[config.mk]
export PLATFORM = sky130hd
export DESIGN_NAME = vless_request_header_parser_top_flat
export DESIGN_NICKNAME = d
export VERILOG_FILES = /design/src/vrhp_pkg.sv /design/src/vrhp_in_if.sv /design/src/vrhp_out_if.sv /design/src/vless_request_header_parser_top.sv /design/src/vrhp_step.sv /design/src/flat_wrapper.sv
export SDC_FILE = /design/constraint.sdc
export NUM_CORES = 1
export LEC_CHECK = 0
export ABC_AREA = 1
export BUFFER_PORTS_ARGS = -buffer_cell sky130_fd_sc_hd__buf_2
export CAP_MARGIN = 20
export CORE_MARGIN = 1.5
export CORE_UTILIZATION = 60
export CTS_CLUSTER_DIAMETER = 40
export DETAILED_ROUTE_END_ITERATION = 8
export HOLD_SLACK_MARGIN = 0.03
export PLACE_DENSITY = 0.81
export SYNTH_ARGS = -nofsm -noshare
export SYNTH_HDL_FRONTEND = slang
export SYNTH_SLANG_ARGS = --single-unit
[constraint.sdc]
create_clock -name clk -period 3.6 [get_ports clk]
set_input_delay 0.18 -clock clk [delete_from_list [all_inputs] [get_ports clk]]
set_output_delay 0.18 -clock clk [all_outputs]
set_load 0.01 [all_outputs]
[src/vrhp_pkg.sv]
// Package for the request header parser: phase codes, state, configuration
// and result types, header layout constants and the address length helper.
// Depends on nothing; vrhp_step, the top level and the testbench use it.
package vrhp_pkg;

	typedef enum logic [3:0] {
		PH_VERSION  = 4'd0,
		PH_USER_ID  = 4'd1,
		PH_ADDON    = 4'd2,
		PH_COMMAND  = 4'd3,
		PH_PORT     = 4'd4,
		PH_ATYPE    = 4'd5,
		PH_DOMLEN   = 4'd6,
		PH_ADDRESS  = 4'd7,
		PH_TRAILING = 4'd8,
		PH_ERROR    = 4'd9
	} phase_t;

	localparam logic [2:0] CFG_VERSION = 3'd0;
	localparam logic [2:0] CFG_TCP     = 3'd1;
	localparam logic [2:0] CFG_UDP     = 3'd2;
	localparam logic [2:0] CFG_MUX     = 3'd3;
	localparam logic [2:0] CFG_IPV4    = 3'd4;
	localparam logic [2:0] CFG_DOMAIN  = 3'd5;
	localparam logic [2:0] CFG_IPV6    = 3'd6;

	localparam logic [1:0] CMD_TCP = 2'd0;
	localparam logic [1:0] CMD_UDP = 2'd1;
	localparam logic [1:0] CMD_MUX = 2'd2;

	localparam logic [1:0] ADDR_IPV4   = 2'd0;
	localparam logic [1:0] ADDR_DOMAIN = 2'd1;
	localparam logic [1:0] ADDR_IPV6   = 2'd2;

	localparam logic [8:0] MIN_FRAME_BYTES = 9'd26;
	localparam logic [8:0] COUNT_MAX       = 9'd511;
	localparam logic [7:0] USER_ID_BYTES   = 8'd16;
	localparam logic [7:0] IPV4_BYTES      = 8'd4;
	localparam logic [7:0] IPV6_BYTES      = 8'd16;
	localparam logic [7:0] INDEX_MAX       = 8'd255;

	typedef struct packed {
		logic [7:0] version_code;
		logic [7:0] tcp_command_code;
		logic [7:0] udp_command_code;
		logic [7:0] mux_command_code;
		logic [7:0] ipv4_type_code;
		logic [7:0] domain_type_code;
		logic [7:0] ipv6_type_code;
	} cfg_t;

	localparam cfg_t CFG_RESET = '{
		version_code:     8'd0,
		tcp_command_code: 8'd1,
		udp_command_code: 8'd2,
		mux_command_code: 8'd3,
		ipv4_type_code:   8'd1,
		domain_type_code: 8'd2,
		ipv6_type_code:   8'd3
	};

	typedef struct packed {
		phase_t      phase;
		logic [8:0]  byte_count;
		logic [7:0]  field_pos;
		logic [7:0]  dom_len;
		logic        rejected;
		logic        addr_done;
		logic [1:0]  cmd;
		logic [1:0]  akind;
		logic [15:0] port;
	} state_t;

	localparam state_t STATE_RESET = '{
		phase:      PH_VERSION,
		byte_count: 9'd0,
		field_pos:  8'd0,
		dom_len:    8'd0,
		rejected:   1'b0,
		addr_done:  1'b0,
		cmd:        2'd0,
		akind:      2'd0,
		port:       16'd0
	};

	typedef struct packed {
		logic [7:0]  byte_out;
		logic [3:0]  field_kind;
		logic [7:0]  field_index;
		logic        done_res;
		logic        accepted;
		logic [1:0]  command_kind;
		logic        is_datagram;
		logic [1:0]  address_kind;
		logic [15:0] dest_port;
		logic [7:0]  address_length;
	} result_t;

	function automatic logic [7:0] addr_len(input logic [1:0] akind, input logic [7:0] dom_len);
		logic [7:0] len;
		if (akind == ADDR_IPV4) begin
			len = IPV4_BYTES;
		end else if (akind == ADDR_IPV6) begin
			len = IPV6_BYTES;
		end else begin
			len = dom_len;
		end
		return len;
	endfunction

endpackage

[src/vrhp_in_if.sv]
// Input channel of the request header parser: one frame byte per transfer.
// Depends on nothing.
interface vrhp_in_if;
	logic       valid;
	logic       ready;
	logic [7:0] data_byte;
	logic       last;

	modport source (output valid, output data_byte, output last, input ready);
	modport sink (input valid, input data_byte, input last, output ready);
endinterface

[src/vrhp_out_if.sv]
// Result channel of the request header parser: one tagged byte per transfer.
// Depends on nothing.
interface vrhp_out_if;
	logic        valid;
	logic        ready;
	logic [7:0]  byte_out;
	logic [3:0]  field_kind;
	logic [7:0]  field_index;
	logic        done_res;
	logic        accepted;
	logic [1:0]  command_kind;
	logic        is_datagram;
	logic [1:0]  address_kind;
	logic [15:0] dest_port;
	logic [7:0]  address_length;

	modport source (
		output valid, output byte_out, output field_kind, output field_index,
		output done_res, output accepted, output command_kind, output is_datagram,
		output address_kind, output dest_port, output address_length, input ready
	);
	modport sink (
		input valid, input byte_out, input field_kind, input field_index,
		input done_res, input accepted, input command_kind, input is_datagram,
		input address_kind, input dest_port, input address_length, output ready
	);
endinterface

[src/vless_request_header_parser_top.sv]
// Top level of the request header parser: configuration registers, parse
// state and the result register. Depends on vrhp_pkg, vrhp_in_if,
// vrhp_out_if and vrhp_step.
//
// Usage: frame bytes arrive on the hdr channel, one per transfer, with last
// set on the final byte of a frame. For each byte one result leaves on the
// res channel: the byte itself, its field tag and its index in that field.
// The result for the last byte also carries the verdict and, when accepted,
// the command, address kind, port and address length.
// An input transfer's result is registered and valid in the cycle after it.
// One byte is taken per cycle unless the receiver stalls; the parse state
// update for a byte is a single pass through the step logic, and the result
// register lets a new byte be taken in the same cycle that the held result
// is transferred. If the receiver stalls, the held result stays put and
// hdr.ready drops until it is taken. Reset empties the result register, puts
// the parser at the version byte and loads the default type codes. The user
// makes configuration writes (cfg_we, cfg_index, cfg_data) while no frame is
// in progress, unenforced by the block; an index beyond the last register is ignored.
module vless_request_header_parser_top (
	input  logic       clk,
	input  logic       arst_n,
	vrhp_in_if.sink    hdr,
	vrhp_out_if.source res,
	input  logic       cfg_we,
	input  logic [2:0] cfg_index,
	input  logic [7:0] cfg_data
);

	vrhp_pkg::cfg_t    cfg_q;
	vrhp_pkg::state_t  state_q;
	vrhp_pkg::state_t  state_nxt;
	vrhp_pkg::result_t res_nxt;
	vrhp_pkg::result_t res_s1;
	logic              res_valid_q;
	logic              hdr_xfer;

	always_ff @(posedge clk or negedge arst_n) begin
		if (!arst_n) begin
			cfg_q <= vrhp_pkg::CFG_RESET;
		end else if (cfg_we) begin
			unique case (cfg_index)
				vrhp_pkg::CFG_VERSION: cfg_q.version_code     <= cfg_data;
				vrhp_pkg::CFG_TCP:     cfg_q.tcp_command_code <= cfg_data;
				vrhp_pkg::CFG_UDP:     cfg_q.udp_command_code <= cfg_data;
				vrhp_pkg::CFG_MUX:     cfg_q.mux_command_code <= cfg_data;
				vrhp_pkg::CFG_IPV4:    cfg_q.ipv4_type_code   <= cfg_data;
				vrhp_pkg::CFG_DOMAIN:  cfg_q.domain_type_code <= cfg_data;
				vrhp_pkg::CFG_IPV6:    cfg_q.ipv6_type_code   <= cfg_data;
				default: begin
				end
			endcase
		end
	end

	assign hdr.ready = !res_valid_q || res.ready;
	assign hdr_xfer  = hdr.valid && hdr.ready;

	vrhp_step u_step (
		.cur       (state_q),
		.cfg       (cfg_q),
		.data_byte (hdr.data_byte),
		.last      (hdr.last),
		.nxt       (state_nxt),
		.res       (res_nxt)
	);

	always_ff @(posedge clk or negedge arst_n) begin
		if (!arst_n) begin
			state_q     <= vrhp_pkg::STATE_RESET;
			res_valid_q <= 1'b0;
		end else begin
			if (hdr_xfer) begin
				state_q <= state_nxt;
			end
			if (hdr_xfer) begin
				res_valid_q <= 1'b1;
			end else if (res.ready) begin
				res_valid_q <= 1'b0;
			end
		end
	end

	always_ff @(posedge clk) begin
		if (hdr_xfer) begin
			res_s1 <= res_nxt;
		end
	end

	assign res.valid          = res_valid_q;
	assign res.byte_out       = res_s1.byte_out;
	assign res.field_kind     = res_s1.field_kind;
	assign res.field_index    = res_s1.field_index;
	assign res.done_res       = res_s1.done_res;
	assign res.accepted       = res_s1.accepted;
	assign res.command_kind   = res_s1.command_kind;
	assign res.is_datagram    = res_s1.is_datagram;
	assign res.address_kind   = res_s1.address_kind;
	assign res.dest_port      = res_s1.dest_port;
	assign res.address_length = res_s1.address_length;

endmodule

[src/vrhp_step.sv]
// Per-byte next-state and result logic of the request header parser.
// Depends on vrhp_pkg.
module vrhp_step (
	input  vrhp_pkg::state_t  cur,
	input  vrhp_pkg::cfg_t    cfg,
	input  logic [7:0]        data_byte,
	input  logic              last,
	output vrhp_pkg::state_t  nxt,
	output vrhp_pkg::result_t res
);

	vrhp_pkg::state_t upd;
	logic             fail;
	logic [8:0]       pos_inc;
	logic             ok;

	always_comb begin
		upd     = cur;
		fail    = 1'b0;
		pos_inc = {1'b0, cur.field_pos} + 9'd1;
		if (cur.byte_count != vrhp_pkg::COUNT_MAX) begin
			upd.byte_count = cur.byte_count + 9'd1;
		end
		unique case (cur.phase)
			vrhp_pkg::PH_VERSION: begin
				if (data_byte != cfg.version_code) begin
					fail = 1'b1;
				end else begin
					upd.phase     = vrhp_pkg::PH_USER_ID;
					upd.field_pos = 8'd0;
				end
			end
			vrhp_pkg::PH_USER_ID: begin
				if (pos_inc >= {1'b0, vrhp_pkg::USER_ID_BYTES}) begin
					upd.phase     = vrhp_pkg::PH_ADDON;
					upd.field_pos = 8'd0;
				end else begin
					upd.field_pos = pos_inc[7:0];
				end
			end
			vrhp_pkg::PH_ADDON: begin
				if (data_byte != 8'd0) begin
					fail = 1'b1;
				end else begin
					upd.phase = vrhp_pkg::PH_COMMAND;
				end
			end
			vrhp_pkg::PH_COMMAND: begin
				// Duplicate codes resolve in the order tcp, udp, mux.
				if (data_byte == cfg.tcp_command_code) begin
					upd.cmd = vrhp_pkg::CMD_TCP;
				end else if (data_byte == cfg.udp_command_code) begin
					upd.cmd = vrhp_pkg::CMD_UDP;
				end else if (data_byte == cfg.mux_command_code) begin
					upd.cmd = vrhp_pkg::CMD_MUX;
				end else begin
					fail = 1'b1;
				end
				if (!fail) begin
					upd.phase     = vrhp_pkg::PH_PORT;
					upd.field_pos = 8'd0;
				end
			end
			vrhp_pkg::PH_PORT: begin
				if (cur.field_pos == 8'd0) begin
					upd.port      = {data_byte, 8'd0};
					upd.field_pos = 8'd1;
				end else begin
					upd.port      = {cur.port[15:8], cur.port[7:0] | data_byte};
					upd.phase     = vrhp_pkg::PH_ATYPE;
					upd.field_pos = 8'd0;
				end
			end
			vrhp_pkg::PH_ATYPE: begin
				upd.field_pos = 8'd0;
				if (data_byte == cfg.ipv4_type_code) begin
					upd.akind = vrhp_pkg::ADDR_IPV4;
					upd.phase = vrhp_pkg::PH_ADDRESS;
				end else if (data_byte == cfg.domain_type_code) begin
					upd.akind = vrhp_pkg::ADDR_DOMAIN;
					upd.phase = vrhp_pkg::PH_DOMLEN;
				end else if (data_byte == cfg.ipv6_type_code) begin
					upd.akind = vrhp_pkg::ADDR_IPV6;
					upd.phase = vrhp_pkg::PH_ADDRESS;
				end else begin
					fail = 1'b1;
				end
			end
			vrhp_pkg::PH_DOMLEN: begin
				if (data_byte == 8'd0) begin
					fail = 1'b1;
				end else begin
					upd.dom_len   = data_byte;
					upd.phase     = vrhp_pkg::PH_ADDRESS;
					upd.field_pos = 8'd0;
				end
			end
			vrhp_pkg::PH_ADDRESS: begin
				if (pos_inc >= {1'b0, vrhp_pkg::addr_len(cur.akind, cur.dom_len)}) begin
					upd.addr_done = 1'b1;
					upd.phase     = vrhp_pkg::PH_TRAILING;
					upd.field_pos = 8'd0;
				end else begin
					upd.field_pos = pos_inc[7:0];
				end
			end
			default: begin
				// Trailing and after-error bytes: index saturates.
				if (cur.field_pos != vrhp_pkg::INDEX_MAX) begin
					upd.field_pos = pos_inc[7:0];
				end
			end
		endcase
		if (fail) begin
			upd.rejected  = 1'b1;
			upd.phase     = vrhp_pkg::PH_ERROR;
			upd.field_pos = 8'd0;
		end
	end

	assign ok = last && !upd.rejected && upd.addr_done
		&& (upd.byte_count >= vrhp_pkg::MIN_FRAME_BYTES);

	assign nxt = last ? vrhp_pkg::STATE_RESET : upd;

	always_comb begin
		res                = '0;
		res.byte_out       = data_byte;
		res.field_kind     = cur.phase;
		res.field_index    = cur.field_pos;
		res.done_res       = last;
		if (ok) begin
			res.accepted       = 1'b1;
			res.command_kind   = upd.cmd;
			res.is_datagram    = (upd.cmd == vrhp_pkg::CMD_UDP);
			res.address_kind   = upd.akind;
			res.dest_port      = upd.port;
			res.address_length = vrhp_pkg::addr_len(upd.akind, upd.dom_len);
		end
	end

endmodule

[src/flat_wrapper.sv]
// flat-port wrapper written by rule: the top's interface ports become plain ports
module vless_request_header_parser_top_flat 
  (clk, arst_n, cfg_we, cfg_index, cfg_data, hdr_valid, hdr_data_byte, hdr_last, hdr_ready, res_valid, res_byte_out, res_field_kind, res_field_index, res_done_res, res_accepted, res_command_kind, res_is_datagram, res_address_kind, res_dest_port, res_address_length, res_ready);
  vrhp_in_if hdr_i ();
  vrhp_out_if res_i ();
  input  logic clk;
  input  logic arst_n;
  input  logic cfg_we;
  input  logic [2:0] cfg_index;
  input  logic [7:0] cfg_data;
  input wire logic [$bits(hdr_i.valid)-1:0] hdr_valid;
  input wire logic [$bits(hdr_i.data_byte)-1:0] hdr_data_byte;
  input wire logic [$bits(hdr_i.last)-1:0] hdr_last;
  output wire logic [$bits(hdr_i.ready)-1:0] hdr_ready;
  output wire logic [$bits(res_i.valid)-1:0] res_valid;
  output wire logic [$bits(res_i.byte_out)-1:0] res_byte_out;
  output wire logic [$bits(res_i.field_kind)-1:0] res_field_kind;
  output wire logic [$bits(res_i.field_index)-1:0] res_field_index;
  output wire logic [$bits(res_i.done_res)-1:0] res_done_res;
  output wire logic [$bits(res_i.accepted)-1:0] res_accepted;
  output wire logic [$bits(res_i.command_kind)-1:0] res_command_kind;
  output wire logic [$bits(res_i.is_datagram)-1:0] res_is_datagram;
  output wire logic [$bits(res_i.address_kind)-1:0] res_address_kind;
  output wire logic [$bits(res_i.dest_port)-1:0] res_dest_port;
  output wire logic [$bits(res_i.address_length)-1:0] res_address_length;
  input wire logic [$bits(res_i.ready)-1:0] res_ready;
  assign hdr_i.valid = hdr_valid;
  assign hdr_i.data_byte = hdr_data_byte;
  assign hdr_i.last = hdr_last;
  assign hdr_ready = hdr_i.ready;
  assign res_valid = res_i.valid;
  assign res_byte_out = res_i.byte_out;
  assign res_field_kind = res_i.field_kind;
  assign res_field_index = res_i.field_index;
  assign res_done_res = res_i.done_res;
  assign res_accepted = res_i.accepted;
  assign res_command_kind = res_i.command_kind;
  assign res_is_datagram = res_i.is_datagram;
  assign res_address_kind = res_i.address_kind;
  assign res_dest_port = res_i.dest_port;
  assign res_address_length = res_i.address_length;
  assign res_i.ready = res_ready;
  vless_request_header_parser_top u_core (.clk(clk), .arst_n(arst_n), .hdr(hdr_i), .res(res_i), .cfg_we(cfg_we), .cfg_index(cfg_index), .cfg_data(cfg_data));
endmodule
==> key figures <==
Status
  – Outcome: completed

Worst setup path
  – Worst Path Required: 3.88 ns
  – CP max FO: 23
  – Critical path class: flop to flop
  – Startpoint class of the critical path: flop
  – Setup crit end kind: flop
  – Critical path arrival: roughly 3.2 ns

Pwr
  – Pwr/cell area: 538.2 nW/um^2
  – P_leak: about 4.4 nW
  – Worst IR Drop VDD: 390.3 uV

Die
  – Core area: approximately 13000 um^2
  – Die ar.: between 10000 and 15000 um^2
  – Die width: roughly 120 um
  – Row Count: 42
  – Die height: 119.9 um
  – Ports: between 70 and 80
  – Initial Utilization: 0.6169

Global route
  – Total GRT Usage: 0.2760
  – Largest net degree at the start of global routing: roughly 110
  – First-pass GRT wire length: 30.50 mm
  – Initial antenna violation count: 0
  – Vias in the first global route: ~6300
  – Grt ovf: 0

Logic synthesis
  – Syn Inst Count: just under 1000
  – Post-synth EDFFs: just over 50
  – Yosys top cell area share: 0.3051
  – Async S/R FF share, synth: 0.6792
  – Syn_nets: between 1000 and 1500
  – Top post-synthesis cells by area: dfrtp_1 (31%), edfxtp_1 (19%), nand2_1 (13%), o21ai_0 (6.0%), inv_1 (5.9%)
  – Yosys reg bits: approximately 160
  – Register area share after synthesis: 0.5175
  – Syn avg cell area: 8.421 um^2
  – Yosys warns: 0
  – Yosys top cell by area: dfrtp_1
  – Synth cell types: 42
  – Top_reg_cell synth: dfrtp_1
  – Netlist Area Pre-Place: roughly 8200 um^2

Cells and area
  – Final Non-Filler Cells: around 1200
  – Fin nets: between 1000 and 1500
  – Area growth syn-to-layout: 13.71%
  – Filler cells: around 1000
  – Antenna diodes: 0
  – Layout cells sized above 1: 0.1591

Timing
  – Relative slew slack: 0.5893
  – Final Max Slew Viols: 0
  – RSZ-0062 raised after global routing: no
  – Least-Margin Pin Slew: 0.6096 ns
  – Final Hold Vio Count: 0
  – Fin crit share: 0.8228
  – Maximum clock rate: 0.3376 GHz
  – Final setup vio count: 0
  – Clk_skew: 0.007173 ns
  – Setup tns final: 0 ns
  – Final Critical Period: just under 3 ns

Routing
  – Routed vias/inst: 5.335
  – WL met3: 941 um
  – Post-route DRC: 0
  – Final WL: 18.56 mm
  – DR vias: between 6000 and 7000
  – Metal1 wirelength: about 7.9 mm
  – Drt pass-1 iters: 8
  – Top sig layer: met4
  – Post-route ant nets: 0
  – Drt first-iter violations: roughly 680
  – Met2 wire len: 9.390 mm
  – Routed len/inst: around 15 um

Placed design
  – Port Buffers: 77
  – Final GP Congestion: 0.8885
  – Inst Count DP: about 1200
  – Post-DP HPWL: between 10 and 15 mm

Worst hold path
  – HP Class: input pin to flop

Clocking
  – TritonCTS buffer count: 17
  – Worst skew pair latency: approximately 0.44 ns
  – Post-CTS setup buffers: 0
  – Clock buffer depth: 2
  – Resized cells post-CTS: 0
  – CTS tree: yes
  – H-tree Lvls: 4
  – Reg clk slew, reported paths: 0.06 ns
  – Root buffer cell: clkbuf_16
  – Clock sink count: 159

Job
  – MaxCap Viol Count: 0
==> cell families after synthesis <==
family | count (synthesis) | share of synthesized area
buf+inv | 169 | 0.08757
simple gates | 453 | 0.2444
flops | 159 | 0.5175
fa+ha+maj | 10 | 0.01526
xor+xnor | 37 | 0.03951
compound gates | 146 | 0.09581
==> layer usage <==
layer	GRT usage	up-vias
met5	0	-
met4	0.09896	0
met3	0.05703	27
met2	0.4639	185
met1	0.3555	3127
li1	-	3266
==> critical path, stage by stage, from the launching register on <==
cell and delay [ns]:
dfrtp_1 0.45, ha_1 0.26, nand3_1 0.14, nand2_1 0.12, nand2_1 0.10, ha_1 0.31, nand2_1 0.07, nor2_1 0.10
nand2_1 0.05, nand3_1 0.06, nand2_1 0.05, nand3_1 0.06, nand2_1 0.07, nand2_1 0.07, nand2_1 0.05, nand2_1 0.15
nand3_4 0.42, a21oi_1 0.26
==> Yosys cell counts (12+ instances only) <==
| cell type | n |
|---|---|
| clkbuf_1 | 16 |
| dfrtp_1 | 100 |
| edfxtp_1 | 51 |
| inv_1 | 128 |
| nand2_1 | 294 |
| nand3_1 | 32 |
| nor2_1 | 66 |
| nor2_2 | 12 |
| nor2_4 | 12 |
| o21ai_0 | 98 |
| o22ai_1 | 30 |
| xnor2_1 | 30 |
==> final cells by class <==
class / count / area, um^2 / area share
Sequential cell: 159 / 4244 / 0.4551
Multi-Input combinational cell: 646 / 3239 / 0.3473
Inverter: 139 / 528.0 / 0.05661
Timing Repair Buffer: 86 / 495.5 / 0.05313
Clock buffer: 21 / 461.7 / 0.04950
Tap cell: 176 / 220.2 / 0.02361
Clock inverter: 11 / 137.6 / 0.01476
==> sequential cells by signal, indices dropped and copies added, names as in the netlist <==
register / flops
u_core.cfg_q: 56
u_core.res.accepted: 1
u_core.res.address_kind: 2
u_core.res.address_length: 8
u_core.res.byte_out: 8
u_core.res.command_kind: 2
u_core.res.dest_port: 16
u_core.res.done_res: 1
u_core.res.field_index: 8
u_core.res.field_kind: 4
u_core.res.is_datagram: 1
u_core.res.valid: 1
u_core.state_q: 51
==> metrics by stage <==
step | cell area (um^2) | power (mW) | setup slack, ns | hold slack (ns) | utilization
floorplan | 8202 | 2.935 | 0.7446 | -0.1156 | -
finish | 9326 | 5.019 | 0.6378 | 0.1063 | 0.7015
global route | 9326 | 5.281 | 0.4177 | 0.1286 | 0.7015
global placement | 8670 | 3.149 | 0.7979 | 0.3031 | 0.6521
detailed placement | 8670 | 3.185 | 0.7091 | 0.2990 | 0.6521
CTS | 9299 | 5.035 | 0.6565 | 0.1009 | 0.6994
==> placed cells by master, fill, tap and decap left out, types with 2 or more instances in the layout <==
| master | synthesis | layout |
|---|---|---|
| a21oi_1 | 10 | 10 |
| buf_2 | 3 | 76 |
| buf_4 | 0 | 5 |
| bufinv_16 | 0 | 3 |
| clkbuf_1 | 16 | 3 |
| clkbuf_16 | 0 | 18 |
| clkinv_1 | 1 | 3 |
| clkinv_2 | 0 | 4 |
| dfrtp_1 | 100 | 100 |
| dfstp_2 | 8 | 8 |
| dlygate4sd3_1 | 0 | 3 |
| edfxtp_1 | 51 | 51 |
| ha_1 | 10 | 10 |
| inv_1 | 128 | 127 |
| inv_2 | 8 | 8 |
| inv_4 | 2 | 2 |
| nand2_1 | 294 | 294 |
| nand2_2 | 7 | 7 |
| nand3_1 | 32 | 32 |
| nand3_2 | 2 | 2 |
| nand3b_1 | 3 | 3 |
| nand4_1 | 11 | 11 |
| nand4_2 | 2 | 2 |
| nor2_1 | 66 | 66 |
| nor2_2 | 12 | 12 |
| nor2_4 | 12 | 12 |
| nor3_1 | 4 | 4 |
| nor3_2 | 2 | 2 |
| o21ai_0 | 98 | 98 |
| o21bai_1 | 2 | 2 |
| o22ai_1 | 30 | 30 |
| xnor2_1 | 30 | 30 |
| xor2_1 | 7 | 7 |
==> final timing paths <==
path / cells past startpoint / from / slack (ns) / to
setup / recovery: 17 / u_core.state_q[30] / 0.64 / u_core.res.address_length[2]
hold / removal: 3 / cfg_data[7] / 0.11 / u_core.cfg_q[31]
setup reg to reg: 17 / u_core.state_q[30] / 0.64 / u_core.res.address_length[2]
hold reg to reg: 2 / u_core.cfg_q[25] / 0.50 / u_core.cfg_q[25]
max in group asynchronous: 3 / arst_n / 2.79 / u_core.state_q[16]
min in group asynchronous: 3 / arst_n / 0.35 / u_core.state_q[45]
==> report_power, final <==
group | internal [mW] | switching (mW)
logic | 0.352 | 0.580
clock network | 1.12 | 0.720
registers | 2.08 | 0.161
==> timing repair <==
| item | in CTS | in global routing |
|---|---|---|
| endpoints found under the hold margin | 102 | 0 |
| endpoints found under the setup margin | 0 | 0 |
| hold buffers | 3 | 0 |
Note: power is estimated with default switching activity, not from simulation.
